<file path="src/design/lcgpd_pkg.sv">
// Shared types and constants for the LCG with period detection.
`default_nettype none
package lcgpd_pkg;

  localparam int unsigned MUL_BITS = 32;
  localparam int unsigned MOD_BITS = 33;
  localparam int unsigned CNT_BITS = 33;
  localparam int unsigned OUT_BITS = 32;

  localparam logic [MUL_BITS-1:0] RESET_MULTIPLIER = 32'd214013;
  localparam logic [MUL_BITS-1:0] RESET_INCREMENT  = 32'd1;
  localparam logic [MOD_BITS-1:0] RESET_MODULUS    = 33'h1_0000_0000;
  localparam logic [OUT_BITS-1:0] RESET_SEED       = 32'd189231;

  // Register indexes on the configuration port
  localparam logic [1:0] REG_MULTIPLIER = 2'd0;
  localparam logic [1:0] REG_INCREMENT  = 2'd1;
  localparam logic [1:0] REG_MODULUS    = 2'd2;

  // Operation codes of an input word
  localparam logic OP_LOAD = 1'b0;
  localparam logic OP_STEP = 1'b1;

  typedef struct packed {
    logic [MUL_BITS-1:0] multiplier;
    logic [MUL_BITS-1:0] increment;
    logic [MOD_BITS-1:0] modulus;
  } lcgpd_cfg_t;

  // Sequencer of the multiply / reduce unit
  typedef enum logic [2:0] {
    MM_IDLE,
    MM_MUL,
    MM_ADD,
    MM_DIV,
    MM_DONE
  } mm_state_e;

  // Word control of the top level
  typedef enum logic [1:0] {
    CTL_IDLE,
    CTL_RUN,
    CTL_PUSH
  } ctl_state_e;

endpackage
`default_nettype wire

</file>
<file path="src/design/lcg_with_period_detect_core.sv">
// Top level of the linear congruential generator with period detection.
`default_nettype none
// Each input word either loads a seed (operation 0) or advances the generator
// X = (multiplier*X + increment) mod modulus by one step (operation 1), and
// gives one output word: the new value, the steps since the reference value
// was last seen, and a flag set when a step lands on that reference. A seed
// load bypasses the multiply / reduce unit. A step goes through the
// bit-serial multiply / reduce unit: shift-add multiply, an add of the
// increment, then restoring remainder (skipped when the modulus is zero).
// No new input word is taken until the current one has been pushed to the
// output register; a finished word then waits there while the next input
// word is taken. Write configuration only while the block is idle.
module lcg_with_period_detect_core
  import lcgpd_pkg::*;
#(
  parameter int unsigned STATE_BITS = 32
) (
  input  wire logic                clk_i,
  input  wire logic                rst_ni,
  input  wire logic                cfg_we_i,
  input  wire logic [1:0]          cfg_index_i,
  input  wire logic [MOD_BITS-1:0] cfg_wdata_i,
  input  wire logic                in_valid_i,
  output logic                     in_ready_o,
  input  wire logic                operation_i,
  input  wire logic [OUT_BITS-1:0] seed_value_i,
  output logic                     out_valid_o,
  input  wire logic                out_ready_i,
  output logic [OUT_BITS-1:0]      value_o,
  output logic [CNT_BITS-1:0]      step_count_o,
  output logic                     period_complete_o
);

  ctl_state_e            ctl_q, ctl_d;
  lcgpd_cfg_t            cfg_q;
  logic [STATE_BITS-1:0] cur_q, ref_q;
  logic [CNT_BITS-1:0]   steps_q;
  logic                  flag_q;
  logic                  out_valid_q;
  logic [OUT_BITS-1:0]   out_value_q;
  logic [CNT_BITS-1:0]   out_count_q;
  logic                  out_flag_q;

  logic                  in_accept;
  logic                  start_step;
  logic                  push;
  logic                  mm_done;
  logic [STATE_BITS-1:0] mm_next;
  logic [CNT_BITS-1:0]   steps_inc;

  assign in_accept  = in_valid_i && in_ready_o;
  assign start_step = in_accept && (operation_i == OP_STEP);
  assign steps_inc  = (steps_q == '1) ? steps_q : steps_q + 1'b1;

  lcgpd_mulmod #(
    .STATE_BITS(STATE_BITS)
  ) u_mulmod (
    .clk_i  (clk_i),
    .rst_ni (rst_ni),
    .start_i(start_step),
    .x_i    (cur_q),
    .cfg_i  (cfg_q),
    .done_o (mm_done),
    .next_o (mm_next)
  );

  // Next state
  always_comb begin
    ctl_d = ctl_q;
    case (ctl_q)
      CTL_IDLE: if (in_accept) ctl_d = (operation_i == OP_STEP) ? CTL_RUN : CTL_PUSH;
      CTL_RUN:  if (mm_done) ctl_d = CTL_PUSH;
      CTL_PUSH: if (!out_valid_q || out_ready_i) ctl_d = CTL_IDLE;
      default:  ctl_d = CTL_IDLE;
    endcase
  end

  // Outputs
  always_comb begin
    in_ready_o        = (ctl_q == CTL_IDLE);
    push              = (ctl_q == CTL_PUSH) && (!out_valid_q || out_ready_i);
    out_valid_o       = out_valid_q;
    value_o           = out_value_q;
    step_count_o      = out_count_q;
    period_complete_o = out_flag_q;
  end

  // Write configuration registers, drop writes beyond the list
  always_ff @(posedge clk_i or negedge rst_ni) begin
    if (!rst_ni) begin
      cfg_q.multiplier <= RESET_MULTIPLIER;
      cfg_q.increment  <= RESET_INCREMENT;
      cfg_q.modulus    <= RESET_MODULUS;
    end else if (cfg_we_i) begin
      case (cfg_index_i)
        REG_MULTIPLIER: cfg_q.multiplier <= cfg_wdata_i[MUL_BITS-1:0];
        REG_INCREMENT:  cfg_q.increment  <= cfg_wdata_i[MUL_BITS-1:0];
        REG_MODULUS:    cfg_q.modulus    <= cfg_wdata_i;
        default: ;
      endcase
    end
  end

  // Advance generator state: load a seed or take the unit's result
  always_ff @(posedge clk_i or negedge rst_ni) begin
    if (!rst_ni) begin
      ctl_q   <= CTL_IDLE;
      cur_q   <= RESET_SEED[STATE_BITS-1:0];
      ref_q   <= RESET_SEED[STATE_BITS-1:0];
      steps_q <= '0;
      flag_q  <= 1'b0;
    end else begin
      ctl_q <= ctl_d;
      if (in_accept && (operation_i == OP_LOAD)) begin
        cur_q   <= seed_value_i[STATE_BITS-1:0];
        ref_q   <= seed_value_i[STATE_BITS-1:0];
        steps_q <= '0;
        flag_q  <= 1'b0;
      end else if ((ctl_q == CTL_RUN) && mm_done) begin
        cur_q <= mm_next;
        if (mm_next == ref_q) begin
          steps_q <= '0;
          flag_q  <= 1'b1;
        end else begin
          steps_q <= steps_inc;
          flag_q  <= 1'b0;
        end
      end
    end
  end

  // Hold the output word until it is taken
  always_ff @(posedge clk_i or negedge rst_ni) begin
    if (!rst_ni) begin
      out_valid_q <= 1'b0;
    end else if (push) begin
      out_valid_q <= 1'b1;
    end else if (out_ready_i) begin
      out_valid_q <= 1'b0;
    end
  end

  always_ff @(posedge clk_i) begin
    if (push) begin
      out_value_q <= OUT_BITS'(cur_q);
      out_count_q <= steps_q;
      out_flag_q  <= flag_q;
    end
  end

  // A result from the unit arrives only while a step is in flight
  assert property (@(posedge clk_i) disable iff (!rst_ni)
    mm_done |-> (ctl_q == CTL_RUN))
    else $error("multiply unit finished outside a step");

  // A seed load resets the period reference and the count
  assert property (@(posedge clk_i) disable iff (!rst_ni)
    (in_accept && (operation_i == OP_LOAD)) |=> (steps_q == '0) && (cur_q == ref_q))
    else $error("seed load left stale period state");

  // A completed period always restarts the count
  assert property (@(posedge clk_i) disable iff (!rst_ni)
    flag_q |-> (steps_q == '0) && (cur_q == ref_q))
    else $error("period flag without count restart");

  // An accepted step starts the unit
  assert property (@(posedge clk_i) disable iff (!rst_ni)
    start_step |=> (ctl_q == CTL_RUN) && !in_ready_o)
    else $error("step word did not start the unit");

endmodule
`default_nettype wire

</file>
<file path="src/design/lcgpd_mulmod.sv">
// Bit-serial unit that forms (a*x + c) mod m one bit per cycle; a zero m leaves the sum unreduced.
`default_nettype none
module lcgpd_mulmod
  import lcgpd_pkg::*;
#(
  parameter int unsigned STATE_BITS = 32
) (
  input  wire logic                  clk_i,
  input  wire logic                  rst_ni,
  input  wire logic                  start_i,
  input  wire logic [STATE_BITS-1:0] x_i,
  input  wire lcgpd_cfg_t            cfg_i,
  output logic                       done_o,
  output logic [STATE_BITS-1:0]      next_o
);

  localparam int unsigned PW = MUL_BITS + STATE_BITS;
  localparam int unsigned CW = $clog2(PW + 1);

  mm_state_e           state_q, state_d;
  logic [CW-1:0]       cnt_q, cnt_d;
  logic [PW-1:0]       acc_q, acc_d;
  logic [MOD_BITS-1:0] rem_q, rem_d;

  logic                mod_zero;
  logic [MUL_BITS:0]   part_sum;
  logic [PW-1:0]       acc_sum;
  logic [MOD_BITS:0]   rem_sh;
  logic [MOD_BITS:0]   rem_diff;
  logic [MOD_BITS:0]   mod_ext;

  assign mod_zero = (cfg_i.modulus == '0);
  assign mod_ext  = {1'b0, cfg_i.modulus};

  // Next state
  always_comb begin
    state_d = state_q;
    case (state_q)
      MM_IDLE: if (start_i) state_d = MM_MUL;
      MM_MUL:  if (cnt_q == '0) state_d = MM_ADD;
      MM_ADD:  state_d = mod_zero ? MM_DONE : MM_DIV;
      MM_DIV:  if (cnt_q == '0) state_d = MM_DONE;
      MM_DONE: state_d = MM_IDLE;
      default: state_d = MM_IDLE;
    endcase
  end

  // Outputs
  always_comb begin
    done_o = (state_q == MM_DONE);
    next_o = rem_q[STATE_BITS-1:0];
  end

  // Datapath: shift-add multiply, add of the increment, then restoring remainder, one bit a cycle
  always_comb begin
    part_sum = {1'b0, acc_q[PW-1:STATE_BITS]}
             + (acc_q[0] ? {1'b0, cfg_i.multiplier} : '0);
    acc_sum  = acc_q + PW'(cfg_i.increment);
    rem_sh   = {rem_q, acc_q[PW-1]};
    rem_diff = rem_sh - mod_ext;
    acc_d    = acc_q;
    rem_d    = rem_q;
    cnt_d    = cnt_q;
    case (state_q)
      MM_IDLE: begin
        if (start_i) begin
          acc_d = PW'(x_i);
          cnt_d = CW'(STATE_BITS - 1);
        end
      end
      MM_MUL: begin
        acc_d = {part_sum, acc_q[STATE_BITS-1:1]};
        cnt_d = cnt_q - 1'b1;
      end
      MM_ADD: begin
        acc_d = acc_sum;
        cnt_d = CW'(PW - 1);
        rem_d = mod_zero ? MOD_BITS'(acc_sum[STATE_BITS-1:0]) : '0;
      end
      MM_DIV: begin
        acc_d = {acc_q[PW-2:0], 1'b0};
        cnt_d = cnt_q - 1'b1;
        rem_d = (rem_sh >= mod_ext) ? rem_diff[MOD_BITS-1:0] : rem_sh[MOD_BITS-1:0];
      end
      default: ;
    endcase
  end

  // Hold control state
  always_ff @(posedge clk_i or negedge rst_ni) begin
    if (!rst_ni) begin
      state_q <= MM_IDLE;
      cnt_q   <= '0;
    end else begin
      state_q <= state_d;
      cnt_q   <= cnt_d;
    end
  end

  // Hold datapath
  always_ff @(posedge clk_i) begin
    acc_q <= acc_d;
    rem_q <= rem_d;
  end

endmodule
`default_nettype wire

</file>
<file path="config.mk">
export PLATFORM = sky130hd
export DESIGN_NAME = lcg_with_period_detect_core
export DESIGN_NICKNAME = d
export VERILOG_FILES = /design/src/design/lcgpd_pkg.sv /design/src/design/lcg_with_period_detect_core.sv /design/src/design/lcgpd_mulmod.sv
export SDC_FILE = /design/constraint.sdc
export NUM_CORES = 1
export LEC_CHECK = 0
export ABC_CLOCK_PERIOD_IN_PS = 5200
export BUFFER_PORTS_ARGS = -buffer_cell sky130_fd_sc_hd__buf_2
export CORE_MARGIN = 2
export CORE_UTILIZATION = 64
export CTS_BUF_LIST = sky130_fd_sc_hd__clkbuf_8
export DETAILED_ROUTE_END_ITERATION = 6
export PLACE_DENSITY = 0.84
export SLEW_MARGIN = 20
export SYNTH_ARGS = -nofsm -noshare
export SYNTH_HDL_FRONTEND = slang
export SYNTH_SLANG_ARGS = --single-unit
export TNS_END_PERCENT = 1
</file>
<file path="constraint.sdc">
create_clock -name clk_i -period 5.2 [get_ports clk_i]
set_input_delay 0.52 -clock clk_i [delete_from_list [all_inputs] [get_ports clk_i]]
set_output_delay 0.52 -clock clk_i [all_outputs]
set_load 0.03 [all_outputs]
</file>
==> impl_metrics.ini <==
[placement]
gp_congestion = 0.967
dpl.hpwl_mm = 46.2
placedInstanceArea_um2 = 23100
dp_slack_ns = 0.981
io_buffers = 140

[route]
dr.pass1.iters = 6
via_per_inst = 6.47
vias = 18400
ant_nets = 0
drtIter0Drc = 1730
wl_per_cell_um = 22.5
drc = 0
wirelength_mm = 63.9

[power_and_ir_drop]
p_seq_share_pct = 50.2
power.switching_mw = 2.30
comb_power_share_pct = 15.3
swShare_pct = 30.3
p_int_mw = 5.29
p_per_area_nw_per_um2 = 312
ir_worst_vdd_v = 0.000213
p_leak_nw = 10.9
p_total_mw = 7.59
p_clk_share_pct = 34.6

[worst_setup_path]
start_kind = register
crit_arrival_ns = 4.82
required_ns = 5.59
endpoint_kind = register
path_max_fanout = 34
timing.rr.start = u_mulmod.acc_q[0]$_DFFE_PP_
crit_start = u_mulmod.acc_q[0]$_DFFE_PP_
path_class = reg2reg

[timing]
worst_slack_ns = 0.773
skew_ns = 0.0499
worst_slew_pin_slew_ns = 1.04
period_minus_slack_ns = 4.43
finalSetupTns_ns = 0
slew_headroom_pct = 30.6
grt_setup_unrepaired = no
fmax_mhz = 226
period_share_pct = 85.1
finalSetupViolCount = 0
timing.final.hold_violations = 0
slew_violations = 0

[global_route]
grt_overflow = 0
grtUsageTotal_pct = 36.2
grt_max_degree = 112
grt_pass1_vias = 17900
antenna_found_initial = 1
grt_pass1_wl_mm = 100

[clock_tree]
post-cts-setup-buffer-count = 0
cts.sinks = 371
clockBufferDepth = 3
cts_buffers = 60
clk-insertion-delay-late_ns = 0.68
clkTransAtPathRegs_ns = 0.07
cts_root_buffer = clkbuf_8
h-tree-depth = 2
cts_tree = done
ctsHoldBuffers = 1
post_cts_resized = 0

[synth]
syn_nets = 2375
synth-edff-count = 163
syn_area_per_cell_um2 = 9.97
syn_area_um2 = 21900
synth_warnings = 0
synth_async_sr_flop_share_pct = 56.1
ys.flop_type = dfrtp_1
ys_ff_latch = 371
syn_inst = 2198
yosysSeqAreaShare_pct = 46.3
ys_types = 91

[finish]
fin_util_pct = 72.5
layout-drive-gt1-share_pct = 18.0
layout_common_cells = 301 x nand2_1, 171 x dfrtp_1, 163 x edfxtp_1
nets = 2517
syn_to_final_growth_pct = 11.2
mostFrequentLayoutCell = nand2_1
finish.instance_area_um2 = 24400
antenna_cells = 0

[status]
outcome = complete, no violations

[floorplanning]
io_pins = 141
rows = 67
die_w_um = 189
start_util_pct = 65.2
die_y_um = 189
fp.dieArea_um2 = 35700
core_um2 = 33600

[job]
cap_violations = 0

[min_path]
hp-start = seed_value_i[7]
min_path_type = in2reg
-- registers in the layout, summed over array words and instances, names as in the netlist --
register,cells
cfg_q,97
u_mulmod.acc_q,64
step_count_o,33
steps_q,33
u_mulmod.rem_q,33
cur_q,32
ref_q,32
value_o,32
u_mulmod.cnt_q,7
u_mulmod.state_q,3
ctl_q,2
flag_q,1
out_valid_o,1
period_complete_o,1
-- power by group through the flow --
| stage | clock network [mW] | logic [mW] | registers [mW] |
|---|---|---|---|
| 4_1_cts | 2.65 | 1.14 | 3.79 |
| 3_5_place_dp | 0 | 1.13 | 3.83 |
| 2_1_floorplan | 0 | 0.798 | 3.66 |
| 5_1_grt | 2.77 | 1.27 | 3.83 |
| 6_report | 2.62 | 1.16 | 3.81 |
| 3_3_place_gp | 0 | 1.10 | 3.82 |
-- final timing paths --
check | to | slack, ns | cells past startpoint
max | u_mulmod.acc_q[30]$_DFFE_PP_ | 0.77 | 12
min | ref_q[7]$_DFFE_PN0P_ | 0.07 | 3
max reg2reg | u_mulmod.acc_q[30]$_DFFE_PP_ | 0.77 | 12
min reg2reg | period_complete_o$_DFFE_PP_ | 0.47 | 0
max in group asynchronous | u_mulmod.state_q[0]$_DFFE_PN0P_ | 3.60 | 3
min in group asynchronous | cfg_q[38]$_DFFE_PN0P_ | 0.46 | 2
-- final cells by class --
cell class / count / area [µm²]
clock inverter: 41 / 244
multi-input combinational: 1659 / 11100
inverter: 78 / 293
timing repair buffer: 170 / 970
fill: 2472 / 9260
tap: 448 / 561
sequential: 371 / 10100
clock buffer: 73 / 1000
-- synthesized netlist by cell type (28+ instances only) --
master / count / area (µm²)
nand2_1: 301 / 1130
dfrtp_1: 172 / 4300
edfxtp_1: 163 / 4890
nor2_1: 145 / 544
a21oi_1: 130 / 651
ha_1: 101 / 1260
mux2_2: 100 / 1130
xor2_1: 90 / 788
nand3_1: 82 / 410
o21ai_0: 80 / 400
inv_1: 76 / 285
xnor2_1: 70 / 613
clkbuf_1: 69 / 259
a21o_1: 54 / 405
and2_1: 49 / 307
dfstp_2: 36 / 946
o22ai_1: 36 / 225
a31oi_1: 31 / 194
and3_1: 31 / 194
nor3_1: 28 / 140
-- logic make-up after synthesis --
kind of cell | share of synthesized area (%)
muxes | 6.37
xor gates and xnor gates | 6.40
buffers and inverters | 3.02
and+or+nand+nor | 15.8
AOI/OAI and AO/OA | 16.1
adders and majority gates | 6.04
DFF | 46.3
-- metrics by stage --
stage	instances	hold WS [ns]
after floorplan	2198	0.224
after global placement	2724	0.446
after detailed placement	2724	0.445
after CTS	2839	0.0351
after global routing	2840	0.0608
final	2840	0.0712
-- critical path, cell delays in order (launching register included) --
cell and delay, ns:
edfxtp_1 0.82, ha_1 0.44, fa_1 0.43, a211oi_1 0.26, o21bai_1 0.11, a21oi_1 0.42
o21a_1 0.29, o31a_2 0.25, o21a_1 0.20, o31ai_2 0.07, xnor2_1 0.41, nor2_1 0.07
o32a_1 0.35
-- layer usage --
layer,routed length [µm],track usage [%]
met1,26000,50.1
met2,28600,55.8
met3,6800,7.91
met4,2540,14.4
met5,0,0
Note: power is estimated with default switching activity, not from simulation.
